`src/sv/abg_pkg.sv`:
```
// Shared types, constants and helpers for the alpha-beta-gamma tracker.
`default_nettype none

package abg_pkg;

	// Sub-steps run per measured sample
	localparam int SUB_STEPS = 10;
	localparam int SUB_W     = (SUB_STEPS > 1) ? $clog2(SUB_STEPS) : 1;

	// Configuration port geometry: 64-bit data, registers at 8-byte spacing
	localparam int PADDR_W = 6;
	localparam int PDATA_W = 64;

	// Register indexes (paddr[5:3])
	localparam logic [2:0] REG_ALPHA = 3'd0;
	localparam logic [2:0] REG_BETA  = 3'd1;
	localparam logic [2:0] REG_GAMMA = 3'd2;
	localparam logic [2:0] REG_STEP  = 3'd3;
	localparam logic [2:0] REG_HSS   = 3'd4;

	// Register reset values
	localparam logic [39:0] ALPHA_RST = 40'd17760;
	localparam logic [39:0] BETA_RST  = 40'd3735552;
	localparam logic [39:0] GAMMA_RST = 40'd262144000;
	localparam logic [31:0] STEP_RST  = 32'd2147484;
	localparam logic [47:0] HSS_RST   = 48'd35184372;

	// Saturation limits in the wide finalize domain
	localparam logic signed [65:0] SAT_MAX = 66'sd2147483647;
	localparam logic signed [65:0] SAT_MIN = -66'sd2147483648;

	// Gain/interval registers as seen by the datapath
	typedef struct packed {
		logic [39:0] alpha;
		logic [39:0] beta;
		logic [39:0] gamma;
		logic [31:0] step;
		logic [47:0] hss;
	} cfg_t;

	// One multiply-accumulate term of a sub-step
	typedef enum logic [2:0] {
		T_POS    = 3'd0,  // est_pos = pred_pos + alpha*err
		T_VEL    = 3'd1,  // est_vel = pred_vel + beta*err
		T_ACC    = 3'd2,  // est_acc = pred_acc + gamma*err
		T_NPOS_V = 3'd3,  // partial = est_pos + step*est_vel
		T_NPOS_A = 3'd4,  // pred_pos = partial + hss*est_acc
		T_NVEL   = 3'd5   // pred_vel = est_vel + step*est_acc
	} term_t;

	// Sequencer to datapath controls
	typedef struct packed {
		logic  load_meas;
		logic  err_en;
		logic  mul_hi;
		term_t mul_term;
		logic  sum_load;
		logic  sum_add;
		logic  fin_en;
		term_t fin_term;
		logic  out_load;
	} ctrl_t;

	// Clamp a wide signed value to 32 bits
	function automatic logic signed [31:0] sat32(input logic signed [65:0] v);
		logic signed [31:0] r;
		if (v > SAT_MAX) begin
			r = SAT_MAX[31:0];
		end else if (v < SAT_MIN) begin
			r = SAT_MIN[31:0];
		end else begin
			r = v[31:0];
		end
		return r;
	endfunction

endpackage

`default_nettype wire

```
`src/sv/abg_regs.sv`:
```
// APB-style configuration registers for the tracker gains and intervals.
`default_nettype none

module abg_regs (
	input  wire logic                         clk,
	input  wire logic                         arst_n,
	input  wire logic                         psel,
	input  wire logic                         penable,
	input  wire logic                         pwrite,
	input  wire logic [abg_pkg::PADDR_W-1:0]  paddr,
	input  wire logic [abg_pkg::PDATA_W-1:0]  pwdata,
	output logic      [abg_pkg::PDATA_W-1:0]  prdata,
	output logic                              pready,
	output abg_pkg::cfg_t                     cfg
);
	import abg_pkg::*;

	logic [39:0] alpha_q;
	logic [39:0] beta_q;
	logic [39:0] gamma_q;
	logic [31:0] step_q;
	logic [47:0] hss_q;
	logic [2:0]  idx;
	logic        wr_en;

	assign pready = 1'b1;
	assign idx    = paddr[5:3];
	assign wr_en  = psel && penable && pwrite && pready;

	// Register writes, bits above each width dropped
	always_ff @(posedge clk or negedge arst_n) begin
		if (!arst_n) begin
			alpha_q <= ALPHA_RST;
			beta_q  <= BETA_RST;
			gamma_q <= GAMMA_RST;
			step_q  <= STEP_RST;
			hss_q   <= HSS_RST;
		end else if (wr_en) begin
			unique case (idx)
				REG_ALPHA: alpha_q <= pwdata[39:0];
				REG_BETA:  beta_q  <= pwdata[39:0];
				REG_GAMMA: gamma_q <= pwdata[39:0];
				REG_STEP:  step_q  <= pwdata[31:0];
				REG_HSS:   hss_q   <= pwdata[47:0];
				default: ;
			endcase
		end
	end

	// Read mux
	always_comb begin
		unique case (idx)
			REG_ALPHA: prdata = {24'd0, alpha_q};
			REG_BETA:  prdata = {24'd0, beta_q};
			REG_GAMMA: prdata = {24'd0, gamma_q};
			REG_STEP:  prdata = {32'd0, step_q};
			REG_HSS:   prdata = {16'd0, hss_q};
			default:   prdata = '0;
		endcase
	end

	assign cfg = '{alpha: alpha_q, beta: beta_q, gamma: gamma_q, step: step_q, hss: hss_q};

endmodule

`default_nettype wire

```
`config.mk`:
```
export PLATFORM = sky130hd
export DESIGN_NAME = abg_regs
export DESIGN_NICKNAME = d
export VERILOG_FILES = /design/src/sv/abg_pkg.sv /design/src/sv/abg_regs.sv
export SDC_FILE = /design/constraint.sdc
export NUM_CORES = 1
export LEC_CHECK = 0
export ABC_CLOCK_PERIOD_IN_PS = 1650
export BUFFER_PORTS_ARGS = -buffer_cell sky130_fd_sc_hd__buf_4
export CAP_MARGIN = 30
export CORE_ASPECT_RATIO = 1.2
export CORE_MARGIN = 5
export CORE_UTILIZATION = 50
export CTS_CLUSTER_DIAMETER = 200
export DETAILED_ROUTE_END_ITERATION = 10
export PLACE_DENSITY_LB_ADDON = 0.3
export SETUP_SLACK_MARGIN = 0.05
export SLEW_MARGIN = 20
export SYNTH_ARGS = -nofsm -noshare
export SYNTH_HDL_FRONTEND = slang
export SYNTH_SLANG_ARGS = --single-unit
```
`constraint.sdc`:
```
create_clock -name clk -period 1.65 [get_ports clk]
set_input_delay 0.33 -clock clk [delete_from_list [all_inputs] [get_ports clk]]
set_output_delay 0.33 -clock clk [all_outputs]
set_load 0.02 [all_outputs]
```
==> results.md <==
- Vias in the first global route: 7998
- Post-DR vias/cell: 5.59
- CTS Buf Count: 17
- Die area: 0.0215 mm2
- Hold Crit Class: in2reg
- FF/Latch Area: 0.00505 mm2
- Synth top area share: 43.7%
- Reg clk slew, reported paths: 0.07 ns
- Power density over the cells: 1230 mW/mm2
- Worst VDD drop: 0.852 mV
- Nets: 1133
- Crit path DAT: 1.53 ns
- Failing checks: setup timing
- Fin crit share: 112%
- Detailed Routing Iterations Pass 1: 6
- Power Total: 17.3 mW
- Initial Util: 51.0%
- Skew-Pair Late Insertion Delay: 0.42 ns
- Cell with the most instances after synthesis: mux2_2
- Final cell count without fillers: 1322
- FMAX: 539 MHz
- Leak: 6.94 nW
- CTS sink cnt: 200
- Layout Skew: 0 ns
- Maxcap violations: 0
- Top cells by count, synth: mux2_2 (165), dfrtp_1 (163), mux2_4 (60), dfstp_2 (37), o21ai_0 (34)
- Final WS setup: -0.205 ns
- Endpoint class of the critical path: output port
- Top FF cell, synth: dfrtp_1
- CTS tree: built
- Area growth from synthesis to layout: 50.9%
- Multi-input combinational cell area: 0.00437 mm2
- Overall routing resource usage: 27.4%
- Die Wd: 135 um
- Post-synth ARST share: 100%
- Fillers: 1142
- Crit Path Class: reg2out
- Yosys warnings: 0
- Grt total ovfl: 0
- Buffers on Ports: 303
- Worst setup SP type: flop
- Core area: 0.0183 mm2
- CP max FO: 2
- Antenna Diode Count: 0
- Placed cells: 1207
- Post-synth EDFFs: 0
- Via count: 7388
- Post-Synthesis Cells: 644
- Crit path required time: 1.32 ns
- DR WL/cell: 22.7 um
- # IOs: 340
- Pre-CTS setup slack: -0.220 ns
- Dominant cell type by area after synthesis: dfrtp_1
- Cell variety after synth: 31
- Initial antenna violation count: 0
- First-pass GRT wire length: 46.1 mm
- Final Hold Vio Count: 0
- Min cycle time layout: 1.86 ns
- Register area share after synthesis: 54.1%
- Die Ht: 160 um
- Routed Antenna Nets: 0
- Iter 0 DRT Violations: 337
- Max-slew violations: 0
- Number of remaining DRC errors: 0
- Largest net degree at the start of global routing: 52
- Final Wtd Congestion: 0.812
- Placement Cell Area: 0.0124 mm2
- Maximum root-to-sink buffer count: 2
- CTS H-tree depth: 4
- Run status: finished with violations
- Final wirelength: 30.0 mm
- Final setup fails: 40
- #FFs+latches synth: 200
- Mapped cell area: 0.00933 mm2
- Root buf cell: clkbuf_16
- Syn Area/Cell: 14.5 um2
- Design area: 0.0141 mm2
- Site row count: 54
- Largest cells by area after synthesis: dfrtp_1 (44%), mux2_2 (20%), dfstp_2 (10%), mux2_4 (9.7%), a32oi_1 (3.0%)
- HPWL Detailed: 20.4 mm
- Layout cells sized above 1: 76.3%
- RSZ-0062 raised after global routing: true
metrics by stage:
stage / util, % / hold WS [ns] / setup TNS [ns]
floorplan: - / 0.0344 / 0
detailed placement: 67.9 / 0.330 / -26.09
CTS: 75.5 / 0.112 / -6.67
finish: 76.9 / 0.131 / -6.04
global placement: 67.9 / 0.322 / -24.79
global route: 76.9 / 0.116 / -8.33
registers in the layout, indices dropped and copies added, names as in the netlist:
signal   flops
alpha_q     40
beta_q      40
gamma_q     40
hss_q       48
step_q      32
metal layers:
metal | wire length [um] | up-vias | track usage [%] | part of all wire, %
met4 | 1080 | 0 | 12.6 | 3.6
met1 | 11400 | 3814 | 32.7 | 38
met2 | 15800 | 288 | 47.6 | 53
met3 | 1700 | 59 | 5.25 | 5.7
met5 | 0 | - | 0 | 0
li1 | - | 3227 | - | -
timing repair:
| action | CTS | global route |
|---|---|---|
| pin swaps | 33 | 30 |
| setup buffers | 67 | 16 |
| endpoints found under the hold margin | 30 | 0 |
| setup endpoints to repair | 41 | 43 |
| resized for setup | 67 | 25 |
| hold buffers | 1 | 0 |
| cloned | 0 | 0 |
cell families after synthesis:
kind of cell    after synthesis  share of synthesized area [%]
mux                         232                           30.4
flops                       200                           54.1
compound gates              112                           8.59
buf+inv                      68                           4.60
simple gates                 30                           2.21
other cells                   2                         0.0805
layout make-up:
type / count / share of cell area [%]
tap: 252 / 2.24
multi-input combinational: 391 / 31.0
clock inverter: 14 / 0.942
clock buffer: 17 / 3.02
inverter: 1 / 0.0267
sequential: 200 / 35.9
timing repair buffer: 447 / 26.9
worst max-delay path, stage by stage (launching register included):
cell	delay, ns
dfrtp_1	0.39
mux2_2	0.26
a32oi_1	0.18
o21ai_1	0.10
buf_4	0.17
where the power goes:
group          internal (mW)  leakage, nW  switching, mW
logic                   3.35         4.19           3.15
clock network           2.00        0.276           1.95
registers               6.00         2.47          0.818
layout by cell type (no fill, tap or decap), types with 2 or more instances in the layout:
master	count
o21ai_1	3
a22oi_1	31
nor3b_4	2
clkbuf_16	17
inv_8	4
nand3_1	8
dfrtp_1	163
a222oi_1	8
buf_4	382
dfstp_2	37
conb_1	17
inv_6	3
a32oi_1	4
clkinv_4	7
buf_6	42
mux2_4	78
nand2_1	2
buf_12	21
nor2_2	2
mux2_1	7
mux2_2	147
nor2b_4	2
o21ai_2	37
a32oi_2	28
and2_1	8
path summary, 6_finish.rpt:
path	slack, ns	start	cells past startpoint	end
setup / recovery	-0.21	step_q[27]	4	prdata[27]
hold / removal	0.13	pwdata[44]	2	hss_q[44]
setup reg to reg	0.62	gamma_q[5]	3	gamma_q[5]
hold reg to reg	0.54	hss_q[44]	1	hss_q[44]
max in group asynchronous	0.51	arst_n	3	beta_q[20]
min in group asynchronous	0.47	arst_n	2	step_q[5]
(Power assumes the default switching activity.)
