`config.mk`:
```
export PLATFORM = sky130hd
export DESIGN_NAME = abg_seq
export DESIGN_NICKNAME = d
export VERILOG_FILES = /design/src/sv/abg_pkg.sv /design/src/sv/abg_seq.sv
export SDC_FILE = /design/constraint.sdc
export NUM_CORES = 1
export LEC_CHECK = 0
export BUFFER_PORTS_ARGS = -buffer_cell sky130_fd_sc_hd__buf_2
export CAP_MARGIN = 20
export CORE_ASPECT_RATIO = 1.2
export CORE_UTILIZATION = 50
export DETAILED_ROUTE_END_ITERATION = 10
export PLACE_DENSITY_LB_ADDON = 0.1
export SYNTH_ARGS = -nofsm -noshare
export SYNTH_HDL_FRONTEND = slang
export SYNTH_SLANG_ARGS = --single-unit
```
`constraint.sdc`:
```
create_clock -name clk -period 2.6 [get_ports clk]
set_input_delay 0.13 -clock clk [delete_from_list [all_inputs] [get_ports clk]]
set_output_delay 0.13 -clock clk [all_outputs]
set_load 0.02 [all_outputs]
```
`src/sv/abg_pkg.sv`:
```
// Shared types, constants and helpers for the alpha-beta-gamma tracker.
`default_nettype none

package abg_pkg;

	// Sub-steps run per measured sample
	localparam int SUB_STEPS = 10;
	localparam int SUB_W     = (SUB_STEPS > 1) ? $clog2(SUB_STEPS) : 1;

	// Configuration port geometry: 64-bit data, registers at 8-byte spacing
	localparam int PADDR_W = 6;
	localparam int PDATA_W = 64;

	// Register indexes (paddr[5:3])
	localparam logic [2:0] REG_ALPHA = 3'd0;
	localparam logic [2:0] REG_BETA  = 3'd1;
	localparam logic [2:0] REG_GAMMA = 3'd2;
	localparam logic [2:0] REG_STEP  = 3'd3;
	localparam logic [2:0] REG_HSS   = 3'd4;

	// Register reset values
	localparam logic [39:0] ALPHA_RST = 40'd17760;
	localparam logic [39:0] BETA_RST  = 40'd3735552;
	localparam logic [39:0] GAMMA_RST = 40'd262144000;
	localparam logic [31:0] STEP_RST  = 32'd2147484;
	localparam logic [47:0] HSS_RST   = 48'd35184372;

	// Saturation limits in the wide finalize domain
	localparam logic signed [65:0] SAT_MAX = 66'sd2147483647;
	localparam logic signed [65:0] SAT_MIN = -66'sd2147483648;

	// Gain/interval registers as seen by the datapath
	typedef struct packed {
		logic [39:0] alpha;
		logic [39:0] beta;
		logic [39:0] gamma;
		logic [31:0] step;
		logic [47:0] hss;
	} cfg_t;

	// One multiply-accumulate term of a sub-step
	typedef enum logic [2:0] {
		T_POS    = 3'd0,  // est_pos = pred_pos + alpha*err
		T_VEL    = 3'd1,  // est_vel = pred_vel + beta*err
		T_ACC    = 3'd2,  // est_acc = pred_acc + gamma*err
		T_NPOS_V = 3'd3,  // partial = est_pos + step*est_vel
		T_NPOS_A = 3'd4,  // pred_pos = partial + hss*est_acc
		T_NVEL   = 3'd5   // pred_vel = est_vel + step*est_acc
	} term_t;

	// Sequencer to datapath controls
	typedef struct packed {
		logic  load_meas;
		logic  err_en;
		logic  mul_hi;
		term_t mul_term;
		logic  sum_load;
		logic  sum_add;
		logic  fin_en;
		term_t fin_term;
		logic  out_load;
	} ctrl_t;

	// Clamp a wide signed value to 32 bits
	function automatic logic signed [31:0] sat32(input logic signed [65:0] v);
		logic signed [31:0] r;
		if (v > SAT_MAX) begin
			r = SAT_MAX[31:0];
		end else if (v < SAT_MIN) begin
			r = SAT_MIN[31:0];
		end else begin
			r = v[31:0];
		end
		return r;
	endfunction

endpackage

`default_nettype wire

```
`src/sv/abg_seq.sv`:
```
// Sub-step sequencer: walks the six multiply-accumulate terms per sub-step.
`default_nettype none

module abg_seq (
	input  wire logic           clk,
	input  wire logic           arst_n,
	input  wire logic           in_valid,
	output logic                in_stall,
	output logic                out_valid,
	input  wire logic           out_stall,
	output abg_pkg::ctrl_t      ctrl
);
	import abg_pkg::*;

	typedef enum logic [2:0] {
		S_IDLE,
		S_ERR,
		S_TERM,
		S_WRAP,
		S_DONE
	} state_t;

	state_t           state_q;
	term_t            term_q;
	logic [1:0]       ph_q;
	logic [SUB_W-1:0] sub_q;
	logic             fin_v_q;
	term_t            fin_term_q;
	logic             out_valid_q;
	logic             out_free;
	logic             last_sub;

	assign in_stall  = (state_q != S_IDLE);
	assign out_valid = out_valid_q;
	assign out_free  = !out_valid_q || !out_stall;
	assign last_sub  = (sub_q == SUB_W'(SUB_STEPS - 1));

	// Control decode
	always_comb begin
		ctrl           = '0;
		ctrl.load_meas = (state_q == S_IDLE) && in_valid;
		ctrl.err_en    = (state_q == S_ERR);
		ctrl.mul_term  = term_q;
		ctrl.mul_hi    = (ph_q == 2'd1);
		ctrl.sum_load  = (state_q == S_TERM) && (ph_q == 2'd1);
		ctrl.sum_add   = (state_q == S_TERM) && (ph_q == 2'd2);
		ctrl.fin_en    = fin_v_q;
		ctrl.fin_term  = fin_term_q;
		ctrl.out_load  = (state_q == S_DONE) && out_free;
	end

	// State, counters, finalize pipe and output valid
	always_ff @(posedge clk or negedge arst_n) begin
		if (!arst_n) begin
			state_q     <= S_IDLE;
			term_q      <= T_POS;
			ph_q        <= 2'd0;
			sub_q       <= '0;
			fin_v_q     <= 1'b0;
			fin_term_q  <= T_POS;
			out_valid_q <= 1'b0;
		end else begin
			// finalize of a term runs in the cycle after its last accumulate
			fin_v_q    <= (state_q == S_TERM) && (ph_q == 2'd2);
			fin_term_q <= term_q;

			// a new result replaces a taken one in the same cycle
			if ((state_q == S_DONE) && out_free) begin
				out_valid_q <= 1'b1;
			end else if (!out_stall) begin
				out_valid_q <= 1'b0;
			end

			unique case (state_q)
				S_IDLE: begin
					if (in_valid) begin
						sub_q   <= '0;
						state_q <= S_ERR;
					end
				end
				S_ERR: begin
					term_q  <= T_POS;
					ph_q    <= 2'd0;
					state_q <= S_TERM;
				end
				S_TERM: begin
					if (ph_q != 2'd2) begin
						ph_q <= ph_q + 2'd1;
					end else if (term_q == T_NVEL) begin
						if (last_sub) begin
							state_q <= S_WRAP;
						end else begin
							sub_q   <= sub_q + SUB_W'(1);
							state_q <= S_ERR;
						end
					end else begin
						ph_q   <= 2'd0;
						term_q <= term_t'(term_q + 3'd1);
					end
				end
				S_WRAP: begin
					state_q <= S_DONE;
				end
				S_DONE: begin
					if (out_free) begin
						state_q <= S_IDLE;
					end
				end
				default: state_q <= S_IDLE;
			endcase
		end
	end

endmodule

`default_nettype wire

```
==> flow_metrics.env, run 1 <==
export IMPL_yosysTopAreaCellShare=0.470
export IMPL_rsz0062_at_grt="false"
export IMPL_syn_inst=88
export IMPL_hp_class="input port to flop"
export IMPL_first_iter_violations=8
export IMPL_cp_arrival_ns=1.69
export IMPL_pre_cts_slack_ns=0.985
export IMPL_gp_congestion=0.851
export IMPL_synthFlopType="dfrtp_1"
export IMPL_final_nets=113
export IMPL_fillers=164
export IMPL_final_cell_area_sq_um=1010
export IMPL_grt_pass1_wl_um=2670
export IMPL_max_stage_delay_ns=0.55
export IMPL_syn_area_per_cell_sq_um=10.3
export IMPL_core_sq_um=1660
export IMPL_cts_tree="done"
export IMPL_root_buffer="clkbuf_4"
export IMPL_multi_input_area_sq_um=414
export IMPL_skew_ns=0.00406
export IMPL_hpwl_um=1150
export IMPL_setup_ws_ns=0.785
export IMPL_cts_buffer_depth=2
export IMPL_die_w_um=40.8
export IMPL_place_inst=117
export IMPL_critPathMaxFanout=12
export IMPL_antenna_diode_count=0
export IMPL_required_ns=2.47
export IMPL_viasPerCell=5.82
export IMPL_worst_path_buf_inv=1
export IMPL_slew_limit_headroom=0.729
export IMPL_synth_top_cell_by_area="dfrtp_1"
export IMPL_clk_latency_ns=0.29
export IMPL_hold_violations=0
export IMPL_seq_area_sq_um=425
export IMPL_cts_buffers=3
export IMPL_ys_seq_area_frac=0.470
export IMPL_synth_seq_cells=17
export IMPL_synth_warnings=0
export IMPL_cts_setup_buffers=0
export IMPL_worstPathCellList="or3b_4, and2b_1, buf_2"
export IMPL_drive_above_1_share=0.231
export IMPL_layout_cells_non_filler=122
export IMPL_final_util=0.606
export IMPL_syn_nets=96
export IMPL_cts_sinks=17
export IMPL_setup_viol=0
export IMPL_drc=0
export IMPL_synth_most_common_cell="dfrtp_1"
export IMPL_grt_total_usage=0.194
export IMPL_fin_crit_ns=1.82
export IMPL_placed_cell_area_sq_um=971
export IMPL_cap_violations=0
export IMPL_grt_max_degree=18
export IMPL_grt_pass1_vias=644
export IMPL_ant_nets=0
export IMPL_finalCritPeriodShare=0.698
export IMPL_drt_total_wl_um=1580
export IMPL_outcome="finished clean"
export IMPL_netlist_area_sq_um=905
export IMPL_tns_ns=0
export IMPL_grt_overflow=0
export IMPL_ios=19
export IMPL_timing_hold_ws_ns=0.0686
export IMPL_critPathCaptureType="output port"
export IMPL_critPathLaunchType="flop"
export IMPL_num_vias=710
export IMPL_max_freq_mhz=551
export IMPL_ys_types=34
export IMPL_synth_area_leaders="dfrtp_1 47%, ha_1 5.5%, mux2i_1 4.4%"
export IMPL_powerDensity_nw_per_um2=935
export IMPL_synth_edf_count=0
export IMPL_synth_common_cells="17 x dfrtp_1, 10 x nand2_1, 5 x a21oi_1, 5 x inv_1"
export IMPL_p_leak_nw=0.532
export IMPL_path_class="flop to output port"
export IMPL_crit_family="simple AND/OR/NAND/NOR gates"
export IMPL_htreeDepth=1
export IMPL_slew_viol_final=0
export IMPL_num_rows=16
export IMPL_synthArstFlopShare=1.00
export IMPL_post_drt_wl_per_cell_um=13.0
export IMPL_slowest_stage="dfrtp_1"
export IMPL_worstMarginPinSlew_ns=0.402
export IMPL_vdd_drop_max_uv=488
export IMPL_die_h_um=48.6
export IMPL_die_area_sq_um=1980
export IMPL_antenna_found_initial=0
export IMPL_drtPass1Iterations=4
export IMPL_totalPowerFinal_mw=0.942
export IMPL_area_growth_pct=11.3
export IMPL_clk_pin_slew_ns=0.09
export IMPL_start_util=0.544
export IMPL_port_buffers=18
==> registers in the layout (all words and copies together) (netlist names) <==
signal      count
sub_q           4
fin_term_q      3
state_q         3
term_q          3
ph_q            2
fin_v_q         1
out_valid       1
==> placed cells by master (no fill, tap or decap), types with 2 or more instances in the layout <==
master / count
clkbuf_4: 3
nand2_1: 10
nor4_1: 2
a221o_1: 3
a21oi_1: 5
dfrtp_1: 17
nand3_1: 2
a211o_1: 2
mux2i_1: 4
ha_1: 4
nand3b_1: 2
nor2_1: 4
nand2b_1: 2
o21ai_0: 3
buf_2: 18
inv_1: 5
==> final cells by class <==
| cell class | instances | share of cell area |
|---|---|---|
| Timing Repair Buffer | 19 | 0.0994 |
| Sequential cell | 17 | 0.422 |
| Clock buffer | 4 | 0.0261 |
| Tap cell | 18 | 0.0224 |
| Inverter | 5 | 0.0186 |
| Multi-Input combinational cell | 59 | 0.411 |
==> per-layer routing <==
layer | share of wire | track usage
met1 | 0.46 | 0.251
met2 | 0.48 | 0.281
met3 | 0.039 | 0.0550
met4 | 0.025 | 0.100
met5 | 0 | 0
==> tightest hold or removal path, delay by kind of cell <==
family / cells / cell delay (ns)
buffers and inverters: 1 / 0.08
and+or+nand+nor: 2 / 0.11
==> kinds of logic after synthesis <==
logic type,Yosys count,share of synthesized area
buffers and inverters,12,0.0719
flip-flops,17,0.470
multiplexers,5,0.0567
AO/OA/AOI/OAI,17,0.133
adder cells (fa/ha/maj),4,0.0553
AND/OR/NAND/NOR,33,0.213
==> what timing repair did <==
| item | 4_1_cts | 5_1_grt |
|---|---|---|
| gates resized for setup | 0 | 0 |
| hold endpoints to repair | 17 | 0 |
| setup endpoints to repair | 0 | 0 |
| hold buffers | 1 | 0 |
==> final timing paths <==
check	startpoint	to	slack, ns	cells past startpoint
min reg2reg	term_q[1]	fin_term_q[1]	0.46	0
max	state_q[1]	ctrl[6]	0.78	3
min	out_stall	out_valid	0.07	3
max in group asynchronous	arst_n	out_valid	2.04	2
max reg2reg	term_q[0]	sub_q[3]	0.99	4
min in group asynchronous	arst_n	ph_q[1]	0.28	2
==> where the power goes <==
part	total, mW	switching [mW]	internal (mW)
registers	0.417	0.0906	0.327
logic	0.383	0.229	0.154
clock network	0.142	0.0820	0.0597
total	0.942	0.402	0.540
Power figures use the tool's default switching activity.
==> inputs of run 2 (changes only) <==
--- a/config.mk
+++ b/config.mk
@@ -5,6 +5,7 @@
 export SDC_FILE = /design/constraint.sdc
 export NUM_CORES = 1
 export LEC_CHECK = 0
+export ABC_AREA = 1
 export BUFFER_PORTS_ARGS = -buffer_cell sky130_fd_sc_hd__buf_2
 export CAP_MARGIN = 20
 export CORE_ASPECT_RATIO = 1.2
==> constraint.sdc (replaced) <==
create_clock -name clk -period 1.8 [get_ports clk]
set_input_delay 0.09 -clock clk [delete_from_list [all_inputs] [get_ports clk]]
set_output_delay 0.09 -clock clk [all_outputs]
set_load 0.02 [all_outputs]
==> flow_metrics.env, run 2 <==
export IMPL_synthArstFlopShare=1.00
export IMPL_synth_mux_area_frac=0
export IMPL_grt_max_degree=18
export IMPL_cts_buffers=3
export IMPL_cts_buffer_depth=2
export IMPL_critPathLaunchType="flop"
export IMPL_ys_types=21
export IMPL_core_sq_um=1660
export IMPL_synth_most_common_cell="nand2_1"
export IMPL_slew_viol_final=0
export IMPL_switching_share=0.474
export IMPL_worstSetupEndpoint="ctrl[6]"
export IMPL_port_buffers=18
export IMPL_p_leak_nw=0.574
export IMPL_grt_pass1_wl_um=2580
export IMPL_p_sw_mw=0.717
export IMPL_drtPass1Iterations=4
export IMPL_synth_warnings=0
export IMPL_r2r_setup_slack_ns=0.42
export IMPL_synth_top_cell_by_area="dfrtp_1"
export IMPL_grt_overflow=0
export IMPL_drive_above_1_share=0.288
export IMPL_layout_commonest_cell="nand2_1"
export IMPL_seqPwrFrac=0.381
export IMPL_power_frac_comb=0.483
export IMPL_critPathCaptureType="output port"
export IMPL_num_vias=743
export IMPL_synth_compound_area_frac=0.0414
export IMPL_ctsResizeCount=0
export IMPL_worstMarginPinSlew_ns=0.377
export IMPL_hold_violations=0
export IMPL_die_w_um=40.9
export IMPL_path_class="flop to output port"
export IMPL_hp_class="input port to flop"
export IMPL_drt_total_wl_um=1630
export IMPL_area_growth_pct=15.6
export IMPL_cp_arrival_ns=1.41
export IMPL_slowest_stage="dfrtp_1"
export IMPL_cts_setup_buffers=0
export IMPL_pwr_share_clk=0.136
export IMPL_r2r_end="sub_q[0]"
export IMPL_clk_pin_slew_ns=0.10
export IMPL_htreeDepth=1
export IMPL_setup_ws_ns=0.296
export IMPL_synth_top_family_by_area="simple AND/OR/NAND/NOR gates"
export IMPL_first_iter_violations=13
export IMPL_final_nets=141
export IMPL_max_freq_mhz=665
export IMPL_die_area_sq_um=1990
export IMPL_worstPathCellList="inv_1, nand2_1, nor2_2, nand2_1, inv_1, buf_2"
export IMPL_ys_seq_area_frac=0.469
export IMPL_syn_area_per_cell_sq_um=8.25
export IMPL_postCtsHoldBufs=1
export IMPL_required_ns=1.71
export IMPL_synthFlopType="dfrtp_1"
export IMPL_vdd_drop_max_uv=715
export IMPL_max_stage_delay_ns=0.41
export IMPL_outcome="finished clean"
export IMPL_syn_inst=110
export IMPL_finalCritPeriodShare=0.836
export IMPL_critPathMaxFanout=4
export IMPL_viasPerCell=4.95
export IMPL_root_buffer="clkbuf_4"
export IMPL_post_drt_wl_per_cell_um=10.9
export IMPL_antenna_diode_count=0
export IMPL_internal_power_mw=0.796
export IMPL_cts_tree="done"
export IMPL_startpoint="state_q[0]"
export IMPL_synth_edf_count=0
export IMPL_syn_nets=118
export IMPL_gp_congestion=0.748
export IMPL_yosysTopAreaCellShare=0.469
export IMPL_clk_latency_ns=0.29
export IMPL_ios=19
export IMPL_synthAdderAreaFrac=0.0552
export IMPL_synth_area_leaders="dfrtp_1 47%, nand2_1 9.5%, nor2_1 5.8%"
export IMPL_ant_nets=0
export IMPL_r2r_start="term_q[1]"
export IMPL_cts_sinks=17
export IMPL_die_h_um=48.7
export IMPL_timing_hold_ws_ns=0.0113
export IMPL_start_util=0.546
export IMPL_synth_simple_area_share=0.341
export IMPL_powerDensity_nw_per_um2=1440
export IMPL_tns_ns=0
export IMPL_grt_total_usage=0.189
export IMPL_rsz0062_at_grt="false"
export IMPL_pre_cts_slack_ns=0.442
export IMPL_fin_crit_ns=1.50
export IMPL_hpwl_um=1200
export IMPL_largest_register="sub_q"
export IMPL_drc=0
export IMPL_placed_cell_area_sq_um=1010
export IMPL_r2r_cells=8
export IMPL_antenna_found_initial=0
export IMPL_grt_pass1_vias=658
export IMPL_synth_xor_area_share=0.0193
export IMPL_slew_limit_headroom=0.749
export IMPL_setup_viol=0
export IMPL_final_cell_area_sq_um=1050
export IMPL_synth_seq_cells=17
export IMPL_largest_register_ffs=4
export IMPL_synth_common_cells="23 x nand2_1, 17 x dfrtp_1, 14 x nor2_1, 11 x inv_1, 10 x nand3_1"
export IMPL_cap_violations=0
export IMPL_netlist_area_sq_um=907
export IMPL_skew_ns=0.00657
export IMPL_num_rows=16
export IMPL_final_cell_mix="23 x nand2_1, 18 x buf_2, 17 x dfrtp_1"
-- run 2: power groups by stage --
stage / clock network (mW) / registers [mW] / logic [mW]
after floorplan: 0 / 0.603 / 0.526
after global placement: 0 / 0.581 / 0.724
after detailed placement: 0 / 0.584 / 0.736
after CTS: 0.209 / 0.575 / 0.742
after global routing: 0.222 / 0.597 / 0.812
final: 0.206 / 0.577 / 0.730
-- run 2: cells by family after synthesis --
group / after synthesis
xor+xnor: 2
simple gates: 63
flops: 17
buf+inv: 17
fa+ha+maj: 4
compound gates: 7
-- run 2: final cells by class --
cell class	count	area, sq um
Fill cell	145	613
Sequential cell	17	425
Multi-Input combinational cell	76	414
Timing Repair Buffer	19	100
Inverter	16	60.1
Clock buffer	4	26.3
Tap cell	18	22.5
-- run 2: worst min path at each step --
stage | cells after the start | start | to
finish | 3 | out_stall | out_valid
global route | 3 | out_stall | out_valid
CTS | 3 | out_stall | out_valid
detailed placement | 1 | arst_n | ph_q[1]
global placement | 1 | arst_n | ph_q[1]
floorplan | 0 | arst_n | fin_term_q[0]
-- run 2: per-stage QoR --
step / power, mW / util / cells
after global placement: 1.31 / 0.609 / 145
after floorplan: 1.13 / - / 110
after CTS: 1.53 / 0.631 / 150
final: 1.51 / 0.631 / 150
after global routing: 1.63 / 0.631 / 150
after detailed placement: 1.32 / 0.609 / 145
-- run 2: worst max-delay path: cells and delay by family (launching register included) --
kind	cells	cell delay [ns]
DFF	1	0.41
and+or+nand+nor	3	0.39
buffers and inverters	3	0.31
-- run 2: layer usage --
layer	part of all wire	global-route usage	vias up
met3	0.040	0.0275	4
met2	0.50	0.279	17
li1	-	-	388
met4	0.014	0.106	0
met5	0	0	-
met1	0.44	0.254	334
==> inputs of run 3 (changes only) <==
--- a/config.mk
+++ b/config.mk
@@ -5,11 +5,11 @@
 export SDC_FILE = /design/constraint.sdc
 export NUM_CORES = 1
 export LEC_CHECK = 0
-export ABC_AREA = 1
+export ABC_AREA = 0
 export BUFFER_PORTS_ARGS = -buffer_cell sky130_fd_sc_hd__buf_2
 export CAP_MARGIN = 20
 export CORE_ASPECT_RATIO = 1.2
-export CORE_UTILIZATION = 50
+export CORE_UTILIZATION = 47
 export DETAILED_ROUTE_END_ITERATION = 10
 export PLACE_DENSITY_LB_ADDON = 0.1
 export SYNTH_ARGS = -nofsm -noshare
==> constraint.sdc (replaced) <==
create_clock -name clk -period 1.3 [get_ports clk]
set_input_delay 0.065 -clock clk [delete_from_list [all_inputs] [get_ports clk]]
set_output_delay 0.065 -clock clk [all_outputs]
set_load 0.02 [all_outputs]
==> flow_metrics.env, run 3 (same netlist as run 1, synthesis figures left out) <==
export IMPL_layout_cells_non_filler=147
export IMPL_grt_pass1_wl_um=3420
export IMPL_worstMarginPinSlew_ns=0.372
export IMPL_num_vias=791
export IMPL_pwr_share_clk=0.115
export IMPL_pre_cts_slack_ns=-0.154
export IMPL_antenna_found_initial=0
export IMPL_violations="setup timing"
export IMPL_area_growth_pct=44.4
export IMPL_grt_total_usage=0.220
export IMPL_placed_cell_area_sq_um=1150
export IMPL_max_stage_delay_ns=0.43
export IMPL_totalPowerFinal_mw=2.47
export IMPL_start_util=0.495
export IMPL_critPathMaxFanout=4
export IMPL_first_iter_violations=10
export IMPL_vdd_drop_max_uv=1170
export IMPL_ant_nets=0
export IMPL_powerDensity_nw_per_um2=1890
export IMPL_worstPathCellList="or3b_4, buf_6, nor2_4, buf_6"
export IMPL_gp_congestion=0.728
export IMPL_largest_register="sub_q"
export IMPL_cap_violations=0
export IMPL_ios=19
export IMPL_post_drt_wl_per_cell_um=14.2
export IMPL_setup_viol=16
export IMPL_place_inst=137
export IMPL_internal_power_mw=1.49
export IMPL_cts_tree="done"
export IMPL_clk_pin_slew_ns=0.10
export IMPL_antenna_diode_count=0
export IMPL_grt_pass1_vias=761
export IMPL_critPathLaunchType="flop"
export IMPL_path_class="flop to output port"
export IMPL_hpwl_um=1520
export IMPL_tns_ns=-2.16
export IMPL_slowest_stage="or3b_4"
export IMPL_port_buffers=18
export IMPL_power_frac_comb=0.590
export IMPL_drc=0
export IMPL_num_rows=17
export IMPL_final_cell_area_sq_um=1310
export IMPL_switching_share=0.400
export IMPL_layout_commonest_cell="buf_4"
export IMPL_hp_class="input port to flop"
export IMPL_critPathCaptureType="output port"
export IMPL_cts_buffer_depth=2
export IMPL_cp_arrival_ns=1.46
export IMPL_clk_latency_ns=0.29
export IMPL_final_util=0.714
export IMPL_max_freq_mhz=655
export IMPL_p_sw_mw=0.989
export IMPL_slew_limit_headroom=0.752
export IMPL_drtPass1Iterations=4
export IMPL_die_area_sq_um=2110
export IMPL_htreeDepth=1
export IMPL_hold_violations=0
export IMPL_cts_sinks=17
export IMPL_drt_total_wl_um=2090
export IMPL_p_leak_nw=0.675
export IMPL_largest_register_ffs=4
export IMPL_final_nets=137
export IMPL_slew_viol_final=0
export IMPL_die_w_um=42.1
export IMPL_final_cell_mix="23 x buf_4, 15 x dfrtp_1, 12 x buf_2"
export IMPL_required_ns=1.24
export IMPL_core_sq_um=1830
export IMPL_fin_crit_ns=1.53
export IMPL_grt_overflow=0
export IMPL_critical_path_most_common_cell="buf_6"
export IMPL_grt_max_degree=18
export IMPL_drive_above_1_share=0.500
export IMPL_setup_ws_ns=-0.226
export IMPL_viasPerCell=5.38
export IMPL_timing_hold_ws_ns=0.0123
export IMPL_outcome="complete, but fails checks"
export IMPL_skew_ns=0.00271
export IMPL_cts_buffers=3
export IMPL_rsz0062_at_grt="true"
export IMPL_die_h_um=50.1
export IMPL_seqPwrFrac=0.295
export IMPL_finalCritPeriodShare=1.17
export IMPL_root_buffer="clkbuf_4"
[run 3: layout make-up]
class                      instances  area (sq um)
clock buffer                       4          26.3
sequential                        17           428
fill                             138           523
inverter                           5          18.8
multi-input combinational         59           488
tap                               19          23.8
timing repair buffer              43           322
[run 3: worst paths after layout]
kind / from / end / slack (ns) / cells past startpoint
worst max-delay path: state_q[2] / ctrl[5] / -0.23 / 4
worst min-delay path: out_stall / out_valid / 0.01 / 3
worst max register to register: state_q[2] / term_q[0] / -0.19 / 4
worst min register to register: term_q[2] / fin_term_q[2] / 0.52 / 1
max in group asynchronous: arst_n / term_q[0] / 0.80 / 2
min in group asynchronous: arst_n / sub_q[1] / 0.21 / 2
[run 3: routing by layer]
metal  part of all wire  vias up  track usage
met4              0.019        0        0.135
met2               0.52       23        0.372
li1                   -      394            -
met3              0.031        4       0.0220
met1               0.43      370        0.264
met5                  0        -            0
[run 3: repair_timing]
action                                 in CTS  in global routing
setup endpoints to repair                  16                 16
cloned                                      0                  0
gates resized for setup                    19                  7
buffers inserted                            3                  2
endpoints found under the hold margin      17                  0
hold buffers                                1                  0
pin swaps                                   4                  1
[run 3: critical path, delay by kind of cell, from the launching register on]
| kind | cells | cell delay (ns) |
|---|---|---|
| flops | 1 | 0.40 |
| buf+inv | 2 | 0.27 |
| simple gates | 2 | 0.51 |
[run 3: power groups by stage]
stage / sequential (mW) / clock, mW / combinational [mW]
after global placement: 0.737 / 0 / 1.19
after floorplan: 0.834 / 0 / 0.695
after detailed placement: 0.742 / 0 / 1.19
final: 0.730 / 0.284 / 1.46
after CTS: 0.732 / 0.296 / 1.36
after global routing: 0.752 / 0.316 / 1.57
